--- src/hw/rtl/signed_fixed_point_multiplier_macros.svh ---
// Assertion macros shared by the multiplier RTL.
`ifndef SIGNED_FIXED_POINT_MULTIPLIER_MACROS_SVH
`define SIGNED_FIXED_POINT_MULTIPLIER_MACROS_SVH

`ifndef SYNTHESIS
// Same-cycle implication, checked out of reset.
`define SFPM_ASSERT_IMP(lbl, ante, cons) \
	lbl: assert property (@(posedge clk) disable iff (!arst_n) (ante) |-> (cons)) \
		else $error("sfpm check failed");
// Next-cycle implication, checked out of reset.
`define SFPM_ASSERT_NXT(lbl, ante, cons) \
	lbl: assert property (@(posedge clk) disable iff (!arst_n) (ante) |=> (cons)) \
		else $error("sfpm check failed");
`else
`define SFPM_ASSERT_IMP(lbl, ante, cons)
`define SFPM_ASSERT_NXT(lbl, ante, cons)
`endif

`endif

--- src/hw/rtl/sfpm_pkg.sv ---
package sfpm_pkg;

	localparam int unsigned NUM_W    = 132;
	localparam int unsigned FRAC_W   = 4;
	localparam int unsigned WORD_W   = 64;
	localparam int unsigned LIMB_W   = 32;
	localparam int unsigned NUM_LIMB = 5;
	localparam int unsigned EXT_W    = NUM_LIMB * LIMB_W;
	localparam int unsigned MAG_W    = NUM_W - FRAC_W;
	// limb pairs whose product lands below bit 132
	localparam int unsigned NUM_PAIR = NUM_LIMB * (NUM_LIMB + 1) / 2;

	typedef logic [NUM_W-1:0] num_t;

	// one item as it travels along the cell row
	typedef struct packed {
		logic vld;
		logic neg;
		num_t a;
		num_t b;
		num_t acc;
		num_t pp;
	} sfpm_bus_t;

	function automatic int unsigned pair_i(input int unsigned k);
		int unsigned n;
		int unsigned r;
		n = 0;
		r = 0;
		for (int unsigned i = 0; i < NUM_LIMB; i++) begin
			for (int unsigned j = 0; i + j < NUM_LIMB; j++) begin
				if (n == k) r = i;
				n++;
			end
		end
		return r;
	endfunction

	function automatic int unsigned pair_j(input int unsigned k);
		int unsigned n;
		int unsigned r;
		n = 0;
		r = 0;
		for (int unsigned i = 0; i < NUM_LIMB; i++) begin
			for (int unsigned j = 0; i + j < NUM_LIMB; j++) begin
				if (n == k) r = j;
				n++;
			end
		end
		return r;
	endfunction

endpackage

--- src/hw/rtl/sfpm_cell.sv ---
module sfpm_cell #(
	parameter int unsigned LI = 0,
	parameter int unsigned LJ = 0
) (
	input  logic               clk,
	input  logic               arst_n,
	input  sfpm_pkg::sfpm_bus_t bus_in,
	output sfpm_pkg::sfpm_bus_t bus_out
);
	import sfpm_pkg::*;

	logic [EXT_W-1:0]    a_ext;
	logic [EXT_W-1:0]    b_ext;
	logic [LIMB_W-1:0]   la;
	logic [LIMB_W-1:0]   lb;
	logic [2*LIMB_W-1:0] mul;
	logic [EXT_W-1:0]    mul_sh;
	sfpm_bus_t           bus_q;

	always_comb begin
		a_ext  = EXT_W'(bus_in.a);
		b_ext  = EXT_W'(bus_in.b);
		la     = a_ext[LI*LIMB_W +: LIMB_W];
		lb     = b_ext[LJ*LIMB_W +: LIMB_W];
		mul    = {{LIMB_W{1'b0}}, la} * {{LIMB_W{1'b0}}, lb};
		mul_sh = EXT_W'(mul) << (LIMB_W * (LI + LJ));
	end

	// fold in the neighbour's product, form our own
	always_ff @(posedge clk or negedge arst_n) begin
		if (!arst_n) begin
			bus_q.vld <= 1'b0;
		end else begin
			bus_q.vld <= bus_in.vld;
			bus_q.neg <= bus_in.neg;
			bus_q.a   <= bus_in.a;
			bus_q.b   <= bus_in.b;
			bus_q.acc <= bus_in.acc + bus_in.pp;
			bus_q.pp  <= mul_sh[NUM_W-1:0];
		end
	end

	assign bus_out = bus_q;

endmodule

--- config.mk ---
export PLATFORM = sky130hd
export DESIGN_NAME = sfpm_cell
export DESIGN_NICKNAME = d
export VERILOG_FILES = /design/src/hw/rtl/signed_fixed_point_multiplier_macros.svh /design/src/hw/rtl/sfpm_pkg.sv /design/src/hw/rtl/sfpm_cell.sv
export SDC_FILE = /design/constraint.sdc
export NUM_CORES = 2
export LEC_CHECK = 0
export ABC_AREA = 1
export ABC_CLOCK_PERIOD_IN_PS = 1210
export BUFFER_PORTS_ARGS = -buffer_cell sky130_fd_sc_hd__clkbuf_2
export CAP_MARGIN = 25
export CORE_MARGIN = 4
export CORE_UTILIZATION = 29
export CTS_BUF_LIST = sky130_fd_sc_hd__clkbuf_8
export CTS_CLUSTER_SIZE = 20
export DETAILED_ROUTE_END_ITERATION = 8
export GPL_TIMING_DRIVEN = 0
export PLACE_DENSITY = 0.48
export SYNTH_ARGS = -nofsm -noshare
export SYNTH_HDL_FRONTEND = slang
export SYNTH_SLANG_ARGS = --single-unit
--- constraint.sdc ---
create_clock -name clk -period 1.21 [get_ports clk]
set_input_delay 0.3025 -clock clk [delete_from_list [all_inputs] [get_ports clk]]
set_output_delay 0.3025 -clock clk [all_outputs]
set_load 0.02 [all_outputs]
==> impl_results.md <==
- HP Start: arst_n
- Setup crit start kind: primary input
- Initial DRC count: roughly 4400
- Clock Pin Slew Worst Setup and Hold Paths: around 0.06 ns
- Largest stage delay, worst path: approximately 0.62 ns
- Fin crit share: 499%
- Hold path endpoint: bus_out[146]
- Largest net degree at the start of global routing: around 100
- CP Class: primary input to flop
- Synth cell types: 33
- H-tree depth: 3
- Critical path required time: between 1.5 and 2 ns
- Total grt overflow: 0
- Detailed-route wire length: between 300000 and 400000 um
- Mapped Area: 62400 um2
- Commonest non-fill, non-tap cell in the layout: inv_1
- Core Region: approximately 210000 um2
- Status: finished with violations
- Die ar.: roughly 220000 um2
- Gr usage total: between 30% and 40%
- Unrepaired setup endpoints after global routing: yes
- Synth Instances: about 8000
- Max reg flops: around 460
- Antenna violations before repair: 52
- Violated checks: setup timing
- Synth warn: 0
- Hold Crit Depth: 2
- Normalized max-slew margin: 49.2%
- Flops & latches, synth: 462
- Slew Limit Fails: 0
- Site Rows: ~170
- HP Class: primary input to flop
- CTS Buf Count: 93
- Chip Width: ~470 um
- Max Freq: ~170 MHz
- # setup viols final: approximately 640
- Critical Path Most Common Cell: fa_1
- DRT Pass-1 Iters: 6
- Max Cap Viol: 0
- Final Hold Viols: 0
- WHS: about 0.036 ns
- Mean Syn Cell Area: just under 8 um2
- DIE HEIGHT: between 400 and 500 um
- Nets: between 10000 and 15000
- Fraction of layout cells with a size suffix above 1: ~37%
- Crit path DAT: about 6.7 ns
- I/O pin total: roughly 1100
- First-pass GRT wire length: 479000 um
- Crit path max fanout: 7
- Clk sinks: roughly 460
- Sequential-to-total area share from yosys stat: between 20% and 30%
- GP Congestion: just over 1
- Vias per cell: about 4.7
- Initial cell density of the core: ~30%
- WL per Instance: between 20 and 30 um
- CP endpoint kind: flop
- DRC viols: 0
- CTS max path bufs: 3
- Minimum clock period after layout: approximately 6.0 ns
- Port Buf Inserts: a little under 1000
- Area added between synthesis and finish: 53.9%
- Clock root buffer: clkbuf_8
- Final ANT Viol Nets: 0
- Via Count: 60700
- TritonCTS clock tree: yes
- Number of global-route vias before repair: 62700
- Fin worst setup slack: -4.83 ns
- Tightest Pin Transition: between 0.7 and 0.8 ns
- Critical path launch point: bus_in[275]
- Worst path slowest cell: fa_2
- Dpl hpwl: slightly below 300000 um
- Most frequent cells in the layout: inv_1, nand2_1, clkbuf_2
layer usage:
metal	part of all wire, %	global-route usage, %	vias to the layer above
li1	-	-	27200
met1	39	36.9	30600
met2	48	52.6	2277
met3	6.2	5.18	629
met4	6.4	15.1	28
met5	0.048	0	-
logic make-up after synthesis:
logic type / share of synthesized area [%]
simple gates: 19.3
other cells: 0.00601
fa+ha+maj: 36.7
xor+xnor: 1.78
buf+inv: 15.7
flops: 22.2
compound gates: 4.34
Yosys cell counts, drive strengths merged:
cell / instances / area [um2]
o21ai: 168 / 848
and3: 3 / 18.8
conb: 1 / 3.75
a21boi: 8 / 60.1
nor3: 57 / 295
nand2: 2391 / 9060
nand3b: 1 / 7.51
clkbuf: 192 / 721
nor2: 460 / 1760
xnor2: 12 / 105
o21bai: 20 / 150
a21o: 13 / 97.6
buf: 68 / 510
nand4: 20 / 125
nand3: 140 / 726
inv: 2275 / 8540
a211oi: 1 / 7.51
nor4: 3 / 18.8
o21a: 12 / 90.1
ha: 394 / 4930
xor2: 115 / 1010
fa: 897 / 18000
a21oi: 283 / 1430
dfrtp: 1 / 25.0
edfxtp: 461 / 13800
a31oi: 3 / 18.8
worst max-delay path by stage:
stage	slack, ns	endpoint	cells after the start
2_1_floorplan	-4.84	bus_out[44]	26
3_3_place_gp	-11.40	bus_out[529]	1
3_5_place_dp	-6.88	bus_out[60]	25
4_1_cts	-4.71	bus_out[59]	26
5_1_grt	-4.86	bus_out[54]	27
6_report	-4.83	bus_out[37]	26
through the flow:
step | cell area [um2] | setup TNS (ns) | util (%) | std cells | setup WS, ns
global route | 96000 | -592.03 | 45.1 | 12900 | -4.86
CTS | 89500 | -609.47 | 42.0 | 12700 | -4.71
floorplan | 66800 | -335.28 | - | 8066 | -4.84
finish | 96000 | -548.22 | 45.1 | 12900 | -4.83
global placement | 75300 | -4765.45 | 35.4 | 11900 | -11.40
detailed placement | 75500 | -768.49 | 35.5 | 11900 | -6.88
area by class of cell:
cell class | count | area, um2
repair buffers | 1817 | 14600
multi-input cells | 5069 | 49000
well taps | 2821 | 3530
clock buffers | 96 | 1320
flip-flops and latches | 462 | 13900
diodes | 30 | 75.1
clock inverters | 72 | 582
plain buffers | 260 | 4480
inverters | 2275 | 8570
fillers | 21100 | 117000
timing repair:
item / CTS / global route
endpoints found under the setup margin: 635 / 646
endpoints found under the hold margin: 393 / 3
gates resized for setup: 1333 / 1421
buffers inserted: 234 / 202
pin swaps: 268 / 491
hold buffers: 368 / 3
cloned: 7 / 2
critical path: cells and delay by family:
| family | cells | cell delay [ns] |
|---|---|---|
| fa+ha+maj | 9 | 4.46 |
| compound gates | 4 | 0.60 |
| simple gates | 4 | 0.34 |
| xor+xnor | 1 | 0.20 |
| buf+inv | 8 | 0.71 |
Power is left out: the tool's default activity adds up to more than one toggle a clock period on the data nets, which glitch-free logic cannot reach.
