### src/hw/rtl/signed_fixed_point_multiplier_macros.svh
// Assertion macros shared by the multiplier RTL.
`ifndef SIGNED_FIXED_POINT_MULTIPLIER_MACROS_SVH
`define SIGNED_FIXED_POINT_MULTIPLIER_MACROS_SVH

`ifndef SYNTHESIS
// Same-cycle implication, checked out of reset.
`define SFPM_ASSERT_IMP(lbl, ante, cons) \
	lbl: assert property (@(posedge clk) disable iff (!arst_n) (ante) |-> (cons)) \
		else $error("sfpm check failed");
// Next-cycle implication, checked out of reset.
`define SFPM_ASSERT_NXT(lbl, ante, cons) \
	lbl: assert property (@(posedge clk) disable iff (!arst_n) (ante) |=> (cons)) \
		else $error("sfpm check failed");
`else
`define SFPM_ASSERT_IMP(lbl, ante, cons)
`define SFPM_ASSERT_NXT(lbl, ante, cons)
`endif

`endif

### src/hw/rtl/sfpm_pkg.sv
package sfpm_pkg;

	localparam int unsigned NUM_W    = 132;
	localparam int unsigned FRAC_W   = 4;
	localparam int unsigned WORD_W   = 64;
	localparam int unsigned LIMB_W   = 32;
	localparam int unsigned NUM_LIMB = 5;
	localparam int unsigned EXT_W    = NUM_LIMB * LIMB_W;
	localparam int unsigned MAG_W    = NUM_W - FRAC_W;
	// limb pairs whose product lands below bit 132
	localparam int unsigned NUM_PAIR = NUM_LIMB * (NUM_LIMB + 1) / 2;

	typedef logic [NUM_W-1:0] num_t;

	// one item as it travels along the cell row
	typedef struct packed {
		logic vld;
		logic neg;
		num_t a;
		num_t b;
		num_t acc;
		num_t pp;
	} sfpm_bus_t;

	function automatic int unsigned pair_i(input int unsigned k);
		int unsigned n;
		int unsigned r;
		n = 0;
		r = 0;
		for (int unsigned i = 0; i < NUM_LIMB; i++) begin
			for (int unsigned j = 0; i + j < NUM_LIMB; j++) begin
				if (n == k) r = i;
				n++;
			end
		end
		return r;
	endfunction

	function automatic int unsigned pair_j(input int unsigned k);
		int unsigned n;
		int unsigned r;
		n = 0;
		r = 0;
		for (int unsigned i = 0; i < NUM_LIMB; i++) begin
			for (int unsigned j = 0; i + j < NUM_LIMB; j++) begin
				if (n == k) r = j;
				n++;
			end
		end
		return r;
	endfunction

endpackage

### src/hw/rtl/sfpm_tail.sv
module sfpm_tail (
	input  logic                   clk,
	input  logic                   arst_n,
	input  sfpm_pkg::sfpm_bus_t    bus_in,
	output logic                   vld,
	output sfpm_pkg::num_t         res
);
	import sfpm_pkg::*;

	num_t             sum;
	logic [MAG_W-1:0] mag_s1;
	logic             neg_s1;
	logic             vld_s1;
	num_t             res_s2;
	logic             vld_s2;

	assign sum = bus_in.acc + bus_in.pp;

	// drop the four lowest product bits
	always_ff @(posedge clk or negedge arst_n) begin
		if (!arst_n) begin
			vld_s1 <= 1'b0;
		end else begin
			vld_s1 <= bus_in.vld;
			mag_s1 <= sum[NUM_W-1:FRAC_W];
			neg_s1 <= bus_in.neg;
		end
	end

	always_ff @(posedge clk or negedge arst_n) begin
		if (!arst_n) begin
			vld_s2 <= 1'b0;
		end else begin
			vld_s2 <= vld_s1;
			res_s2 <= neg_s1 ? (NUM_W'(0) - NUM_W'(mag_s1)) : NUM_W'(mag_s1);
		end
	end

	assign vld = vld_s2;
	assign res = res_s2;

endmodule
### config.mk
export PLATFORM = sky130hd
export DESIGN_NAME = sfpm_tail
export DESIGN_NICKNAME = d
export VERILOG_FILES = /design/src/hw/rtl/signed_fixed_point_multiplier_macros.svh /design/src/hw/rtl/sfpm_pkg.sv /design/src/hw/rtl/sfpm_tail.sv
export SDC_FILE = /design/constraint.sdc
export NUM_CORES = 1
export LEC_CHECK = 0
export BUFFER_PORTS_ARGS = -buffer_cell sky130_fd_sc_hd__buf_2
export CELL_PAD_IN_SITES_DETAIL_PLACEMENT = 1
export CELL_PAD_IN_SITES_GLOBAL_PLACEMENT = 2
export CORE_ASPECT_RATIO = 0.8
export CORE_MARGIN = 2
export CORE_UTILIZATION = 30
export CTS_CLUSTER_DIAMETER = 50
export DETAILED_ROUTE_END_ITERATION = 6
export HOLD_SLACK_MARGIN = 0.15
export PLACE_DENSITY = 0.84
export SYNTH_ARGS = -nofsm -noshare
export SYNTH_HDL_FRONTEND = slang
export SYNTH_SLANG_ARGS = --single-unit
### constraint.sdc
create_clock -name clk -period 4.6 [get_ports clk]
set_input_delay 1.15 -clock clk [delete_from_list [all_inputs] [get_ports clk]]
set_output_delay 1.15 -clock clk [all_outputs]
set_load 0.01 [all_outputs]
==> results of run 1 <==
state kept, by name, summed over array words and instances (netlist names):
register and cells:
vld_s1 1, res 129, mag_s1 128, vld 1, neg_s1 1
cells in the mapped netlist (all sizes together), types with 6 or more instances:
cell type | n | area, um2
edfxtp | 258 | 7750
a21oi | 227 | 1140
nand2 | 215 | 807
xnor2 | 197 | 1730
o21ai | 171 | 856
nor2 | 155 | 582
ha | 131 | 1640
nand4 | 92 | 576
clkbuf | 89 | 334
inv | 58 | 218
nor3 | 56 | 280
a21o | 53 | 398
xor2 | 53 | 464
o31ai | 47 | 353
o21bai | 44 | 330
or3 | 31 | 199
nand3 | 27 | 140
or4 | 26 | 203
o41ai | 24 | 229
a31oi | 22 | 138
nor4 | 20 | 140
or2 | 19 | 119
o21a | 17 | 128
and3 | 12 | 75.1
a21boi | 11 | 82.6
buf | 10 | 50.0
a211oi | 9 | 67.6
nand2b | 9 | 56.3
a221oi | 8 | 70.1
and4 | 8 | 70.1
o211ai | 8 | 60.1
and2 | 7 | 43.8
a221o | 6 | 60.1
nor2b | 6 | 37.5
logic make-up (layout without fill, tap and decap cells):
group | count (synthesis) | in the layout | share of synthesized area
simple gates | 692 | 692 | 0.171
compound gates | 691 | 691 | 0.216
flops | 260 | 260 | 0.391
xor+xnor | 250 | 250 | 0.110
buf+inv | 157 | 794 | 0.0302
fa+ha+maj | 131 | 131 | 0.0822
other cells | 0 | 3 | 0
through the flow:
stage          TNS, ps  instance area (um2)  cells  utilization  hold WS (ps)
4_1_cts              0                25800   3678        0.392           354
3_3_place_gp     -4110                24800   3625        0.377           350
2_1_floorplan        0                19900   2181            -           331
5_1_grt              0                25800   3678        0.392           370
6_report             0                25800   3681        0.393           349
3_5_place_dp     -4400                24800   3625        0.377           365
worst paths after layout:
kind / end / slack, ps / startpoint / depth (start not counted)
worst max-delay path: res[58]$_DFFE_PP_ / 90 / mag_s1[6]$_DFFE_PP_ / 10
worst min-delay path: vld$_DFF_PN0_ / 350 / vld_s1$_DFF_PN0_ / 0
worst max register to register: res[58]$_DFFE_PP_ / 90 / mag_s1[6]$_DFFE_PP_ / 10
worst min register to register: vld$_DFF_PN0_ / 350 / vld_s1$_DFF_PN0_ / 0
max in group asynchronous: vld_s1$_DFF_PN0_ / 3290 / arst_n / 1
min in group asynchronous: vld$_DFF_PN0_ / 730 / arst_n / 1
where the power goes:
part | switching [mW] | internal [mW] | leakage (nW)
logic | 1.75 | 1.22 | 7.32
registers | 0.358 | 3.16 | 2.55
clock network | 0.993 | 1.35 | 0.468
metal layers:
metal / up-vias / GRT usage / part of all wire
met1: 10020 / 0.373 / 0.49
met4: 4 / 0.0296 / 0.010
li1: 9463 / - / -
met3: 67 / 0.0296 / 0.068
met5: - / 0 / 0.00031
met2: 724 / 0.372 / 0.43
worst register-to-register path: cells and delay by family, from the launching register on:
| family | cells | cell delay (ps) |
|---|---|---|
| xor gates and xnor gates | 1 | 450 |
| DFF | 1 | 460 |
| buffers and inverters | 2 | 350 |
| AOI/OAI and AO/OA | 2 | 380 |
| and+or+nand+nor | 5 | 2580 |
final cells by class:
class / count / area [um2]
Fill cell: 7742 / 39900
Clock buffer: 32 / 737
Clock inverter: 21 / 228
Inverter: 58 / 218
Sequential cell: 260 / 7800
Antenna cell: 3 / 7.51
Timing Repair Buffer: 683 / 4150
Multi-Input combinational cell: 1764 / 11600
Tap cell: 860 / 1080
repair_timing:
action | 4_1_cts | 5_1_grt
gates cloned | 0 | 0
gates resized for setup | 1 | 7
hold buffers | 0 | 0
setup endpoints to repair | 1 | 10
pin swaps | 0 | 1
==> results.cfg, run 1 <==
[outcome]
outcome = completed

[drt]
antenna_left = 0
dr.pass1.iters = 5
drt_iter0_markers = 1918
wirelength_mm = 86.9
wire_per_inst_um = 23.6
num_vias = 20278
drc = 0
via_per_inst = 5.51

[synthesis]
yosys_register_bits = 260
synthArstFlopShare = 0.00769
synth_fp_nets = 2844
avgSynthCellArea_um2 = 9.14
synth_cell_types = 70
synth-edff-count = 258
ys_seq_area_frac = 0.391
ys.flop_type = edfxtp_1
synthCells = 2181
synthesis.yosys.warnings = 0
netlist_area_mm2 = 0.0199

[place]
port_buffers = 400
place.gp.congestion = 0.966
dp_slack_ps = -710
dp_hpwl_mm = 74.4

[clocking]
post_cts_buffers = 0
numCtsBuffers = 29
cts_tree = built
htreeDepth = 1
cts.sinks = 260
clkSlewWorstSetupHoldPaths_ps = 70
cts.path.max_buffers = 3
worst_skew_pair.late_latency_ps = 580
clockRootBuffer = clkbuf_16

[cells_and_area]
final_cell_mix = buf_2, buf_4, edfxtp_1
fin_nets = 3459
drive_above_1_share = 0.271
layout_commonest_cell = buf_2
syn_to_final_growth_pct = 29.3

[sta]
relSlewSlack = 0.383
period_share = 0.981
hold_viol_final = 0
finalMaxSlewViolations = 0
worst_slew_pin_slew_ps = 925
fmax_mhz = 222
setup_viol = 0
setup_slack_ps = 89.5
rsz0062_at_grt = no
skew_ps = 19.1
period_minus_slack_ps = 4510

[global_routing]
grt_pass1_vias = 19953
antenna_found_initial = 7
grt_max_degree = 113
grt_usage = 0.243
grt_pass1_wl_mm = 127
grt.overflow.total = 0

[critical_path]
worst-path-max-fanout = 7
critPathKind = flip-flop to flip-flop
start_kind = flip-flop
path_cells = or4_1 > or4b_4 > or4_4 > or2_1 > or4_1 > o21ai_1 > buf_4 > buf_4 > o21ai_0 > xor2_1
cp.required_ps = 4900
path_buf_inv = 2
slowest_delay_ps = 610
critPathCaptureType = flip-flop
crit_family = simple AND/OR/NAND/NOR gates
worst_ep_arrival_time_ps = 4810
cp_slowest_cell = or4_4

[run]
cap_violations = 0

[power]
p_leak_nw = 10.3
ir_drop_mv = 0.283
power.density_mw_per_mm2 = 342
power_mw = 8.83

[die]
io_pins = 665
core_mm2 = 0.0657
fp.dieW_um = 292
placementRows = 84
chipHeight_um = 235
dieArea_mm2 = 0.0685
initial_core_util = 0.304

[min_path]
hp-class = flip-flop to flip-flop
Power figures use the tool's default switching activity.
==> run 2: changes to the inputs <==
--- a/config.mk
+++ b/config.mk
@@ -14,7 +14,7 @@
 export CTS_CLUSTER_DIAMETER = 50
 export DETAILED_ROUTE_END_ITERATION = 6
 export HOLD_SLACK_MARGIN = 0.15
-export PLACE_DENSITY = 0.84
+export PLACE_DENSITY = 0.85
 export SYNTH_ARGS = -nofsm -noshare
 export SYNTH_HDL_FRONTEND = slang
 export SYNTH_SLANG_ARGS = --single-unit
==> run 2 against run 1 <==
Net effect: first-iteration DRC count rose by 0.21%; clock power fell by 6%; routed wire length fell by 0.44%; combinational power barely moved; largest cell class unchanged; highest routed layer unchanged.
==> results.cfg, run 2 (synthesized netlist as in run 1, its figures left out) <==
[outcome]
outcome = completed

[clocking]
cts_hold_buf = 0
clkSlewWorstSetupHoldPaths_ps = 60
post_cts_buffers = 0
clockRootBuffer = clkbuf_16
worst_skew_pair.late_latency_ps = 550
cts.sinks = 260
htreeDepth = 1
cts_resized = 0
cts.path.max_buffers = 3
numCtsBuffers = 29
cts_tree = built

[critical_path]
critPathKind = flip-flop to flip-flop
path_cells = or4_1 > or4b_4 > or4_1 > or2_1 > or4_1 > o21ai_1 > buf_4 > a21boi_1 > nand2_1 > xor2_1
slowest_delay_ps = 730
critPathCaptureType = flip-flop
start_kind = flip-flop
cp.required_ps = 4880
critPathMostFrequentCell = or4_1
cp_slowest_cell = or4_1
worst-path-max-fanout = 7
worst_ep_arrival_time_ps = 4800

[sta]
setup_viol = 0
fmax_mhz = 221
period_share = 0.982
relSlewSlack = 0.412
skew_ps = 10.4
hold_viol_final = 0
finalMaxSlewViolations = 0
worst_slew_pin_slew_ps = 873
period_minus_slack_ps = 4520
setup_slack_ps = 83.7
rsz0062_at_grt = no

[global_routing]
antenna_found_initial = 15
grt.overflow.total = 0
grt_pass1_wl_mm = 127
grt_pass1_vias = 20303
grt_max_degree = 97
grt_usage = 0.242

[place]
place.gp.congestion = 0.925
port_buffers = 400
dp_hpwl_mm = 74.3
dp_slack_ps = -486

[cells_and_area]
fillCellCount = 7790
multiInputGateArea_mm2 = 0.0116
layout_commonest_cell = buf_2
syn_to_final_growth_pct = 29.2
largest_register_ffs = 129
drive_above_1_share = 0.270
regArea_mm2 = 0.00780
final_cell_mix = buf_2, buf_4, edfxtp_1
fin_nets = 3462

[run]
cap_violations = 0

[drt]
antenna_left = 0
wirelength_mm = 86.5
num_vias = 20314
drt_iter0_markers = 1922
wire_per_inst_um = 23.4
drc = 0
via_per_inst = 5.51
dr.pass1.iters = 6

[power]
ir_drop_mv = 0.245
p_leak_nw = 10.3
power_mw = 8.71
power.density_mw_per_mm2 = 338

[die]
placementRows = 84
chipHeight_um = 235
fp.dieW_um = 292
dieArea_mm2 = 0.0685
initial_core_util = 0.304
io_pins = 665
core_mm2 = 0.0657

[min_path]
hp-class = flip-flop to flip-flop
## run 2: cell types whose count changed in the layout (fill, tap and decap cells not counted), sizes merged
cell,change
buf,+3
bufinv,-1
clkbuf,+3
clkinv,-2
clkinvlp,+1
diode,+4
inv,-1
## run 2: stage by stage
stage | hold WS, ps | cells | area [um2] | util | TNS, ps
after floorplan | 331 | 2181 | 19900 | - | 0
after global placement | 351 | 3628 | 24800 | 0.378 | -3860
after detailed placement | 354 | 3628 | 24800 | 0.378 | -4440
after CTS | 368 | 3681 | 25700 | 0.391 | 0
after global routing | 371 | 3683 | 25700 | 0.392 | 0
final | 365 | 3688 | 25700 | 0.392 | 0
## run 2: critical path, delay by kind of cell (launching register included)
kind | cells | cell delay (ps)
AO/OA/AOI/OAI | 2 | 590
XOR/XNOR | 1 | 170
buffers and inverters | 1 | 190
AND/OR/NAND/NOR | 6 | 2870
flip-flops | 1 | 420
## run 2: path summary, 6_finish.rpt
| kind | start | end | slack [ps] | depth (start not counted) |
|---|---|---|---|---|
| max | mag_s1[14]$_DFFE_PP_ | res[122]$_DFFE_PP_ | 80 | 10 |
| min reg2reg | vld_s1$_DFF_PN0_ | vld$_DFF_PN0_ | 370 | 0 |
| max in group asynchronous | arst_n | vld$_DFF_PN0_ | 3500 | 1 |
| min in group asynchronous | arst_n | vld_s1$_DFF_PN0_ | 620 | 1 |
| min | vld_s1$_DFF_PN0_ | vld$_DFF_PN0_ | 370 | 0 |
| max reg2reg | mag_s1[14]$_DFFE_PP_ | res[122]$_DFFE_PP_ | 80 | 10 |
## run 2: report_power, final
part | leakage, nW | internal [mW] | switching, mW
registers | 2.55 | 3.16 | 0.343
clock network | 0.439 | 1.28 | 0.933
logic | 7.33 | 1.23 | 1.77
total | 10.3 | 5.66 | 3.05
## run 2: layout make-up
class | instances | share of cell area
Multi-Input combinational cell | 1764 | 0.449
Antenna cell | 7 | 0.000680
Tap cell | 860 | 0.0418
Sequential cell | 260 | 0.303
Timing Repair Buffer | 686 | 0.162
Clock inverter | 18 | 0.00637
Inverter | 58 | 0.00845
Clock buffer | 35 | 0.0291
## run 2: metal layers
metal | vias up | wire [um] | part of all wire | GRT usage
met5 | - | 13 | 0.00015 | 0
met4 | 2 | 1590 | 0.018 | 0.0467
met3 | 88 | 6580 | 0.076 | 0.0450
met2 | 749 | 36200 | 0.42 | 0.364
met1 | 9999 | 42100 | 0.49 | 0.361
li1 | 9476 | - | - | -
